[config.mk]
export PLATFORM = sky130hd
export DESIGN_NAME = ico_directory_largest_entry_parser_top
export DESIGN_NICKNAME = d
export VERILOG_FILES = /design/src/rtl/icodp_pkg.sv /design/src/rtl/icodp_in_reg.sv /design/src/rtl/icodp_parse.sv /design/src/rtl/icodp_out_reg.sv /design/src/rtl/ico_directory_largest_entry_parser_top.sv
export VERILOG_INCLUDE_DIRS = /design/src /design/src/rtl
export SDC_FILE = /design/constraint.sdc
export NUM_CORES = 1
export LEC_CHECK = 0
export BUFFER_PORTS_ARGS = -buffer_cell sky130_fd_sc_hd__buf_4
export CORE_ASPECT_RATIO = 1.1
export CORE_MARGIN = 2
export CORE_UTILIZATION = 52
export CTS_CLUSTER_SIZE = 28
export DETAILED_ROUTE_END_ITERATION = 6
export PLACE_DENSITY = 0.71
export SLEW_MARGIN = 15
export SYNTH_ARGS = -nofsm -noshare
export SYNTH_HDL_FRONTEND = slang
export SYNTH_HIERARCHICAL = 1
export SYNTH_SLANG_ARGS = --single-unit
[constraint.sdc]
create_clock -name i_clk -period 18.96 [get_ports i_clk]
set_input_delay 1.896 -clock i_clk [delete_from_list [all_inputs] [get_ports i_clk]]
set_output_delay 1.896 -clock i_clk [all_outputs]
set_load 0.05 [all_outputs]
[src/rtl/ico_directory_largest_entry_parser_top_macros.svh]
// Assertion macros shared by the icon directory parser modules.
`ifndef ICO_DIRECTORY_LARGEST_ENTRY_PARSER_TOP_MACROS_SVH
`define ICO_DIRECTORY_LARGEST_ENTRY_PARSER_TOP_MACROS_SVH

// Same-cycle implication, checked on every rising clock edge outside reset.
`define ICODP_ASSERT_NOW(lbl, clk, rstn, ante, cons) \
    lbl: assert property (@(posedge clk) disable iff (!(rstn)) (ante) |-> (cons)) \
        else $error("icodp: same-cycle check failed");

// Next-cycle implication, checked on every rising clock edge outside reset.
`define ICODP_ASSERT_NEXT(lbl, clk, rstn, ante, cons) \
    lbl: assert property (@(posedge clk) disable iff (!(rstn)) (ante) |=> (cons)) \
        else $error("icodp: next-cycle check failed");

`endif

[src/rtl/icodp_pkg.sv]
// Shared types and constants of the icon directory parser.
`timescale 1ns / 1ps

package icodp_pkg;

    localparam int unsigned TDATA_W = 104;
    localparam int unsigned TUSER_W = 3;

    typedef enum logic [2:0] {
        ST_OK            = 3'd0,
        ST_TOO_SHORT     = 3'd1,
        ST_BAD_HEADER    = 3'd2,
        ST_BAD_COUNT     = 3'd3,
        ST_OUT_OF_BOUNDS = 3'd4
    } t_status;

    typedef struct packed {
        logic [7:0] byte_value;
        logic       last_byte;
    } t_in_item;

    typedef struct packed {
        t_status     status;
        logic [15:0] best_index;
        logic [8:0]  best_width;
        logic [8:0]  best_height;
        logic [31:0] image_offset;
        logic [31:0] image_length;
    } t_result;

endpackage

[src/rtl/icodp_in_reg.sv]
// Input register that holds one accepted byte until the parser takes it.
`timescale 1ns / 1ps

module icodp_in_reg (
    input  logic                i_clk,
    input  logic                i_rst_n,
    input  logic                i_valid,
    output logic                o_ready,
    input  icodp_pkg::t_in_item i_item,
    output logic                o_valid,
    output icodp_pkg::t_in_item o_item,
    input  logic                i_take
);
    import icodp_pkg::*;

    logic     r_valid;
    t_in_item r_item;

    assign o_ready = !r_valid || i_take;
    assign o_valid = r_valid;
    assign o_item  = r_item;

    always_ff @(posedge i_clk) begin
        if (!i_rst_n) begin
            r_valid <= 1'b0;
        end else if (o_ready) begin
            r_valid <= i_valid;
        end
        if (o_ready && i_valid) begin
            r_item <= i_item;
        end
    end

endmodule

[src/rtl/icodp_parse.sv]
// Header and directory parsing state with the final status decision.
`timescale 1ns / 1ps
`include "ico_directory_largest_entry_parser_top_macros.svh"

module icodp_parse (
    input  logic                i_clk,
    input  logic                i_rst_n,
    input  logic                i_valid,
    input  icodp_pkg::t_in_item i_item,
    input  logic                i_out_free,
    output logic                o_take,
    output logic                o_res_valid,
    output icodp_pkg::t_result  o_result
);
    import icodp_pkg::*;

    localparam logic [31:0] COUNT_MAX      = 32'hFFFF_FFFF;
    localparam logic [31:0] IDX_HEADER_END = 32'd4;
    localparam logic [31:0] IDX_HEADER_ONE = 32'd2;
    localparam logic [31:0] IDX_COUNT_LO   = 32'd4;
    localparam logic [31:0] IDX_COUNT_HI   = 32'd5;
    localparam logic [31:0] HEADER_BYTES   = 32'd6;
    localparam logic [8:0]  FULL_SIDE      = 9'd256;
    localparam logic [3:0]  POS_WIDTH      = 4'd0;
    localparam logic [3:0]  POS_HEIGHT     = 4'd1;
    localparam logic [3:0]  POS_LAST       = 4'd15;

    logic [31:0] r_bytes_seen, n_bytes_seen;
    logic        r_header_good, n_header_good;
    logic [15:0] r_entry_total, n_entry_total;
    logic [15:0] r_entry_cursor, n_entry_cursor;
    logic [3:0]  r_byte_in_entry, n_byte_in_entry;
    logic [8:0]  r_current_width, n_current_width;
    logic        r_current_wins, n_current_wins;
    logic [16:0] r_best_pixels, n_best_pixels;
    logic [15:0] r_best_entry, n_best_entry;
    logic [8:0]  r_best_width, n_best_width;
    logic [8:0]  r_best_height, n_best_height;
    logic [31:0] r_best_offset, n_best_offset;
    logic [31:0] r_best_length, n_best_length;

    logic [7:0]  b;
    logic [8:0]  side;
    logic [17:0] pix;
    logic [4:0]  shift;
    logic [32:0] bound_sum;
    t_status     status;
    logic        final_byte;

    assign b          = i_item.byte_value;
    assign o_take     = i_valid && (!i_item.last_byte || i_out_free);
    assign final_byte = o_take && i_item.last_byte;
    assign side       = (b == 8'd0) ? FULL_SIDE : {1'b0, b};
    assign pix        = {9'd0, r_current_width} * {9'd0, side};
    assign shift      = {r_byte_in_entry[1:0], 3'b000};

    always_comb begin
        n_bytes_seen    = r_bytes_seen;
        n_header_good   = r_header_good;
        n_entry_total   = r_entry_total;
        n_entry_cursor  = r_entry_cursor;
        n_byte_in_entry = r_byte_in_entry;
        n_current_width = r_current_width;
        n_current_wins  = r_current_wins;
        n_best_pixels   = r_best_pixels;
        n_best_entry    = r_best_entry;
        n_best_width    = r_best_width;
        n_best_height   = r_best_height;
        n_best_offset   = r_best_offset;
        n_best_length   = r_best_length;

        if (r_bytes_seen < IDX_HEADER_END) begin
            if (b != ((r_bytes_seen == IDX_HEADER_ONE) ? 8'd1 : 8'd0)) begin
                n_header_good = 1'b0;
            end
        end else if (r_bytes_seen == IDX_COUNT_LO) begin
            n_entry_total[7:0] = b;
        end else if (r_bytes_seen == IDX_COUNT_HI) begin
            n_entry_total[15:8] = b;
        end else if (r_entry_cursor < r_entry_total) begin
            case (r_byte_in_entry) inside
                POS_WIDTH: begin
                    n_current_width = side;
                    n_current_wins  = 1'b0;
                end
                POS_HEIGHT: begin
                    if (pix > {1'b0, r_best_pixels}) begin
                        n_best_pixels  = pix[16:0];
                        n_best_entry   = r_entry_cursor;
                        n_best_width   = r_current_width;
                        n_best_height  = side;
                        n_current_wins = 1'b1;
                    end
                end
                [4'd8:4'd11]: begin
                    if (r_current_wins) begin
                        n_best_length[shift +: 8] = b;
                    end
                end
                [4'd12:4'd15]: begin
                    if (r_current_wins) begin
                        n_best_offset[shift +: 8] = b;
                    end
                end
                default: begin
                end
            endcase
            if (r_byte_in_entry == POS_LAST) begin
                n_byte_in_entry = 4'd0;
                n_entry_cursor  = r_entry_cursor + 16'd1;
            end else begin
                n_byte_in_entry = r_byte_in_entry + 4'd1;
            end
        end

        if (r_bytes_seen != COUNT_MAX) begin
            n_bytes_seen = r_bytes_seen + 32'd1;
        end
    end

    assign bound_sum = {1'b0, n_best_offset} + {1'b0, n_best_length};

    always_comb begin
        if (n_bytes_seen < HEADER_BYTES) begin
            status = ST_TOO_SHORT;
        end else if (!n_header_good) begin
            status = ST_BAD_HEADER;
        end else if (n_entry_total == 16'd0 || n_entry_cursor < n_entry_total) begin
            status = ST_BAD_COUNT;
        end else if (bound_sum > {1'b0, n_bytes_seen}) begin
            status = ST_OUT_OF_BOUNDS;
        end else begin
            status = ST_OK;
        end

        o_result.status = status;
        if (status == ST_OK) begin
            o_result.best_index   = n_best_entry;
            o_result.best_width   = n_best_width;
            o_result.best_height  = n_best_height;
            o_result.image_offset = n_best_offset;
            o_result.image_length = n_best_length;
        end else begin
            o_result.best_index   = 16'd0;
            o_result.best_width   = 9'd0;
            o_result.best_height  = 9'd0;
            o_result.image_offset = 32'd0;
            o_result.image_length = 32'd0;
        end
    end

    assign o_res_valid = final_byte;

    always_ff @(posedge i_clk) begin
        if (!i_rst_n || final_byte) begin
            r_bytes_seen    <= 32'd0;
            r_header_good   <= 1'b1;
            r_entry_total   <= 16'd0;
            r_entry_cursor  <= 16'd0;
            r_byte_in_entry <= 4'd0;
            r_current_width <= 9'd0;
            r_current_wins  <= 1'b0;
            r_best_pixels   <= 17'd0;
            r_best_entry    <= 16'd0;
            r_best_width    <= 9'd0;
            r_best_height   <= 9'd0;
            r_best_offset   <= 32'd0;
            r_best_length   <= 32'd0;
        end else if (o_take) begin
            r_bytes_seen    <= n_bytes_seen;
            r_header_good   <= n_header_good;
            r_entry_total   <= n_entry_total;
            r_entry_cursor  <= n_entry_cursor;
            r_byte_in_entry <= n_byte_in_entry;
            r_current_width <= n_current_width;
            r_current_wins  <= n_current_wins;
            r_best_pixels   <= n_best_pixels;
            r_best_entry    <= n_best_entry;
            r_best_width    <= n_best_width;
            r_best_height   <= n_best_height;
            r_best_offset   <= n_best_offset;
            r_best_length   <= n_best_length;
        end
    end

    // A result leaves only when the output stage can hold it, and it restarts the file state.
    `ICODP_ASSERT_NOW(a_result_needs_room, i_clk, i_rst_n, o_res_valid, i_out_free)
    `ICODP_ASSERT_NEXT(a_restart_after_final, i_clk, i_rst_n, final_byte,
        r_bytes_seen == 32'd0 && r_entry_cursor == 16'd0 && r_header_good)
    `ICODP_ASSERT_NOW(a_error_zero_fields, i_clk, i_rst_n,
        o_res_valid && o_result.status != ST_OK,
        o_result.image_offset == 32'd0 && o_result.image_length == 32'd0 &&
        o_result.best_index == 16'd0)
    `ICODP_ASSERT_NOW(a_header_drop_early, i_clk, i_rst_n, $fell(r_header_good),
        $past(r_bytes_seen) < IDX_HEADER_END)

endmodule

[src/rtl/icodp_out_reg.sv]
// Output register that holds one status transaction until the receiver takes it.
`timescale 1ns / 1ps

module icodp_out_reg (
    input  logic               i_clk,
    input  logic               i_rst_n,
    input  logic               i_load,
    input  icodp_pkg::t_result i_result,
    output logic               o_free,
    output logic               o_valid,
    output icodp_pkg::t_result o_result,
    input  logic               i_ready
);
    import icodp_pkg::*;

    logic    r_valid;
    t_result r_result;

    assign o_free   = !r_valid || i_ready;
    assign o_valid  = r_valid;
    assign o_result = r_result;

    always_ff @(posedge i_clk) begin
        if (!i_rst_n) begin
            r_valid <= 1'b0;
        end else if (i_load) begin
            r_valid <= 1'b1;
        end else if (i_ready) begin
            r_valid <= 1'b0;
        end
        if (i_load) begin
            r_result <= i_result;
        end
    end

endmodule

[src/rtl/ico_directory_largest_entry_parser_top.sv]
// Icon directory parser: picks the largest directory entry of an ICO byte stream.
//
// The slave stream carries the file one byte per transaction, with tlast on the
// final byte. The master stream carries one status transaction per file, sent
// after the final byte: tuser holds the status code and tdata the chosen entry
// (index, width, height, offset, length), all zero unless the status is ok.
// Throughput is one byte per cycle but for a final byte that waits for room in
// the output register. Each byte passes an input register and combinational
// parsing logic that writes the status into the output register; m_axis_tvalid
// rises once that logic has loaded the status of the final byte.
// The output register holds one status transaction. While it waits for the
// receiver, non-final bytes keep flowing; a following final byte waits in the
// input register until the output register frees, and the slave side stalls.
// Synchronous reset clears both registers and restarts the parser at the first
// byte of a new file. The parser also restarts by itself after each final byte.
`timescale 1ns / 1ps

module ico_directory_largest_entry_parser_top (
    input  logic                          i_clk,
    input  logic                          i_rst_n,
    input  logic                          s_axis_tvalid,
    output logic                          s_axis_tready,
    // Bits 7:0 byte_value.
    input  logic [7:0]                    s_axis_tdata,
    // last_byte.
    input  logic                          s_axis_tlast,
    output logic                          m_axis_tvalid,
    input  logic                          m_axis_tready,
    // From bit 0: best_index 16, best_width 9, best_height 9, image_offset 32,
    // image_length 32, zero fill 6.
    output logic [icodp_pkg::TDATA_W-1:0] m_axis_tdata,
    // Bits 2:0 status.
    output logic [icodp_pkg::TUSER_W-1:0] m_axis_tuser
);
    import icodp_pkg::*;

    t_in_item in_item, held_item;
    t_result  parse_result, out_result;
    logic     held_valid, take, res_valid, out_free;

    assign in_item.byte_value = s_axis_tdata;
    assign in_item.last_byte  = s_axis_tlast;

    icodp_in_reg u_in_reg (
        .i_clk   (i_clk),
        .i_rst_n (i_rst_n),
        .i_valid (s_axis_tvalid),
        .o_ready (s_axis_tready),
        .i_item  (in_item),
        .o_valid (held_valid),
        .o_item  (held_item),
        .i_take  (take)
    );

    icodp_parse u_parse (
        .i_clk       (i_clk),
        .i_rst_n     (i_rst_n),
        .i_valid     (held_valid),
        .i_item      (held_item),
        .i_out_free  (out_free),
        .o_take      (take),
        .o_res_valid (res_valid),
        .o_result    (parse_result)
    );

    icodp_out_reg u_out_reg (
        .i_clk    (i_clk),
        .i_rst_n  (i_rst_n),
        .i_load   (res_valid),
        .i_result (parse_result),
        .o_free   (out_free),
        .o_valid  (m_axis_tvalid),
        .o_result (out_result),
        .i_ready  (m_axis_tready)
    );

    assign m_axis_tdata = {6'd0, out_result.image_length, out_result.image_offset,
                           out_result.best_height, out_result.best_width,
                           out_result.best_index};
    assign m_axis_tuser = out_result.status;

endmodule
==> impl_metrics.toml <==
[route]
wl_per_cell_um = 18.9
num_vias = 16712
vias_per_cell = 5.87
drc = 0
dr.pass1.iters = 5
first_iter_violations = 1282
routed_wl_um = 53800
antenna_left = 0

[floorplan]
io_pins = 122
chipHeight_um = 213
dieArea_sq_um = 41200
die_x_um = 194
start_util_pct = 52.6
core_area_sq_um = 39100
rows = 76

[cts]
post-cts-setup-buffers = 0
cts_buffers = 34
cts_tree = "built"
cts_sinks = 306
cts_resized = 0
path_clk_slew_ns = 0.06
clk_path_buf_depth = 3
clk_latency_ns = 0.53
h-tree-depth = 2
cts_hold_buf = 0
clockRootBuffer = "clkbuf_16"

[yosys]
synth.distinct_cells = 76
yosysWarnings = 6
synthCells = 2282
synth_top_family_by_area = "simple AND/OR/NAND/NOR gates"
async_flop_share_pct = 0
avgSynthCellArea_sq_um = 9.01
synth-xor-area-share_pct = 4.60
yosysSeqAreaShare_pct = 35.1
synth-seq-cells = 306
synth-edff-count = 110
synth_area_leaders = "dfxtp_1, edfxtp_1, ha_1, fa_1, mux2i_1"
yosysMostFrequentCell = "nor2_1"
ys.flop_type = "dfxtp_1"
synth_compound_area_share_pct = 12.6
yosys.area_share.adder_pct = 14.7
synth_area_sq_um = 20600
muxShareOfSynthArea_pct = 6.89
yosysTopAreaCell = "dfxtp_1"
synth-simple-area-share_pct = 20.6
synth_top_area_share_pct = 19.1
synth_common_cells = "nor2_1, dfxtp_1, ha_1, nand2_1, inv_1"

[timing]
rsz0062_at_grt = "false"
maxSlewHeadroom_pct = 19.8
setup-tns-final_ns = 0
layout_min_cycle_time_ns = 9.30
hold_violations = 0
clock_skew_ns = 0.0141
max_freq_ghz = 0.107
drv_slew = 0
fin_crit_sh_pct = 49.1
whs_ns = 0.459
tightest_slew_ns = 1.20
setup_violations = 0

[finish]
multi_input_comb_area_sq_um = 12300
drive_gt1_share_pct = 11.2
fillers = 3404
syn_to_final_growth_pct = 10.8
seq_area_sq_um = 7230
fin_nets = 2538

[placement]
place.gp.congestion = 0.942
port_buffers = 115
place_hpwl_um = 38100

[critical_path]
crit_required_ns = 19.20
cp.arrival_ns = 9.54
worstSetupPathType = "reg -> reg"
crit_fanout = 24
worstSetupStartpointType = "register"
critPathCaptureType = "register"

[global_route]
grt_max_degree = 89
grt_overflow = 0
grt_pass1_vias = 16172
grtUsageTotal_pct = 25.8
grt_pass1_wl_um = 86000
antenna_found_initial = 1

[power_and_ir_drop]
power_density_nw_per_um2 = 66.5
ir_drop_mv = 0.0596
leakage_uw = 0.00887

[run_status]
outcome = "finished, final reports clean"

[flow_run]
max_cap_violations = 0

[hold_path]
hold_path.class = "reg -> reg"
registers in the layout, summed over array words and instances (netlist names), 4 cells and up:
| name | cells |
|---|---|
| u_out_reg/o_result | 101 |
| u_parse/r_best_length | 32 |
| u_parse/r_best_offset | 32 |
| u_parse/r_bytes_seen | 32 |
| u_parse/r_best_pixels | 17 |
| u_parse/r_best_entry | 16 |
| u_parse/r_entry_cursor | 16 |
| u_parse/r_entry_total | 16 |
| u_in_reg/o_item | 9 |
| u_parse/r_best_height | 9 |
| u_parse/r_best_width | 9 |
| u_parse/r_current_width | 9 |
| u_parse/r_byte_in_entry | 4 |
final timing paths:
| path | cells past startpoint | endpoint | slack, ns | startpoint |
|---|---|---|---|---|
| setup / recovery | 26 | u_out_reg/o_result[88]$_DFFE_PP_ | 9.66 | u_in_reg/o_item[5]$_DFFE_PP_ |
| hold / removal | 2 | u_parse/r_best_width[4]$_SDFFE_PP0P_ | 0.46 | u_parse/r_best_width[4]$_SDFFE_PP0P_ |
| setup reg to reg | 26 | u_out_reg/o_result[88]$_DFFE_PP_ | 9.66 | u_in_reg/o_item[5]$_DFFE_PP_ |
| hold reg to reg | 2 | u_parse/r_best_width[4]$_SDFFE_PP0P_ | 0.46 | u_parse/r_best_width[4]$_SDFFE_PP0P_ |
cells in the final DEF, fill, tap and decap left out, types with 8 or more instances in the layout:
cell / n
nor2_1: 235
dfxtp_1: 196
ha_1: 160
nand2_1: 155
buf_4: 140
inv_1: 131
edfxtp_1: 110
o21ai_0: 108
mux2i_1: 101
nand3_1: 100
a21oi_1: 84
and2_1: 76
nor2b_1: 69
xnor2_1: 64
fa_1: 51
nor3_1: 47
xor2_1: 44
mux2_2: 36
a21o_1: 36
clkbuf_16: 35
a211oi_1: 32
nand4_1: 31
or3_1: 22
nor4_1: 22
and3_1: 22
a22o_1: 22
o21a_1: 19
o31ai_1: 17
a22oi_1: 17
nand2b_1: 8
a2111oi_0: 8
o21bai_1: 8
worst max-delay path: stages, from the launching register on:
cell and delay [ns]:
edfxtp_1 0.35, buf_4 0.26, nor4_1 0.48, nand2_1 0.16, nor2_1 0.92, nand2_1 0.20
fa_1 0.55, fa_1 0.56, inv_1 0.06, fa_1 0.53, fa_1 0.50, ha_1 0.35
or4_1 0.51, o21ai_0 0.12, a21oi_1 0.11, xor2_1 0.26, ha_1 0.30, a21o_1 0.18
a21o_1 0.16, a21o_1 0.19, a2111oi_0 0.43, o32ai_1 0.13, a211oi_1 0.71, nor2_4 0.24
buf_4 0.36, mux2i_1 0.27, nor2_1 0.07
cell families after synthesis:
group	count (synthesis)
and+or+nand+nor	841
AOI/OAI and AO/OA	397
DFF	306
buffers and inverters	281
adders and majority gates	211
muxes	137
xor gates and xnor gates	108
other	1
layer usage:
metal | up-vias | part of all wire [%] | track usage [%]
met5 | - | 0 | 0
met4 | 0 | 3.8 | 10.7
met3 | 118 | 5.0 | 3.35
met2 | 475 | 48 | 44.3
met1 | 8062 | 43 | 33.0
li1 | 8057 | - | -
where the power goes:
group / internal [uW] / switching [uW]
logic: 45.9 / 113
clock network: 380 / 274
registers: 694 / 8.90
total: 1120 / 396
through the flow:
step | setup slack [ns] | utilization [%] | instances | power, uW | instance area (sq um)
after global placement | 9.91 | 55.5 | 2785 | 873 | 21700
final | 9.66 | 58.3 | 2848 | 1520 | 22800
after floorplan | 11.26 | - | 2287 | 827 | 20600
after detailed placement | 9.81 | 55.5 | 2785 | 875 | 21700
after global routing | 9.28 | 58.3 | 2848 | 1570 | 22800
after CTS | 9.74 | 58.3 | 2846 | 1530 | 22800
cell type report:
cell class              count  area share (%)
multi-input cells        1700            53.9
flip-flops and latches    306            31.7
diodes                      2          0.0220
well taps                 507            2.78
clock buffers              39            3.91
repair buffers            140            4.61
clock inverters            22           0.846
inverters                 132            2.17
(Power assumes the default switching activity.)
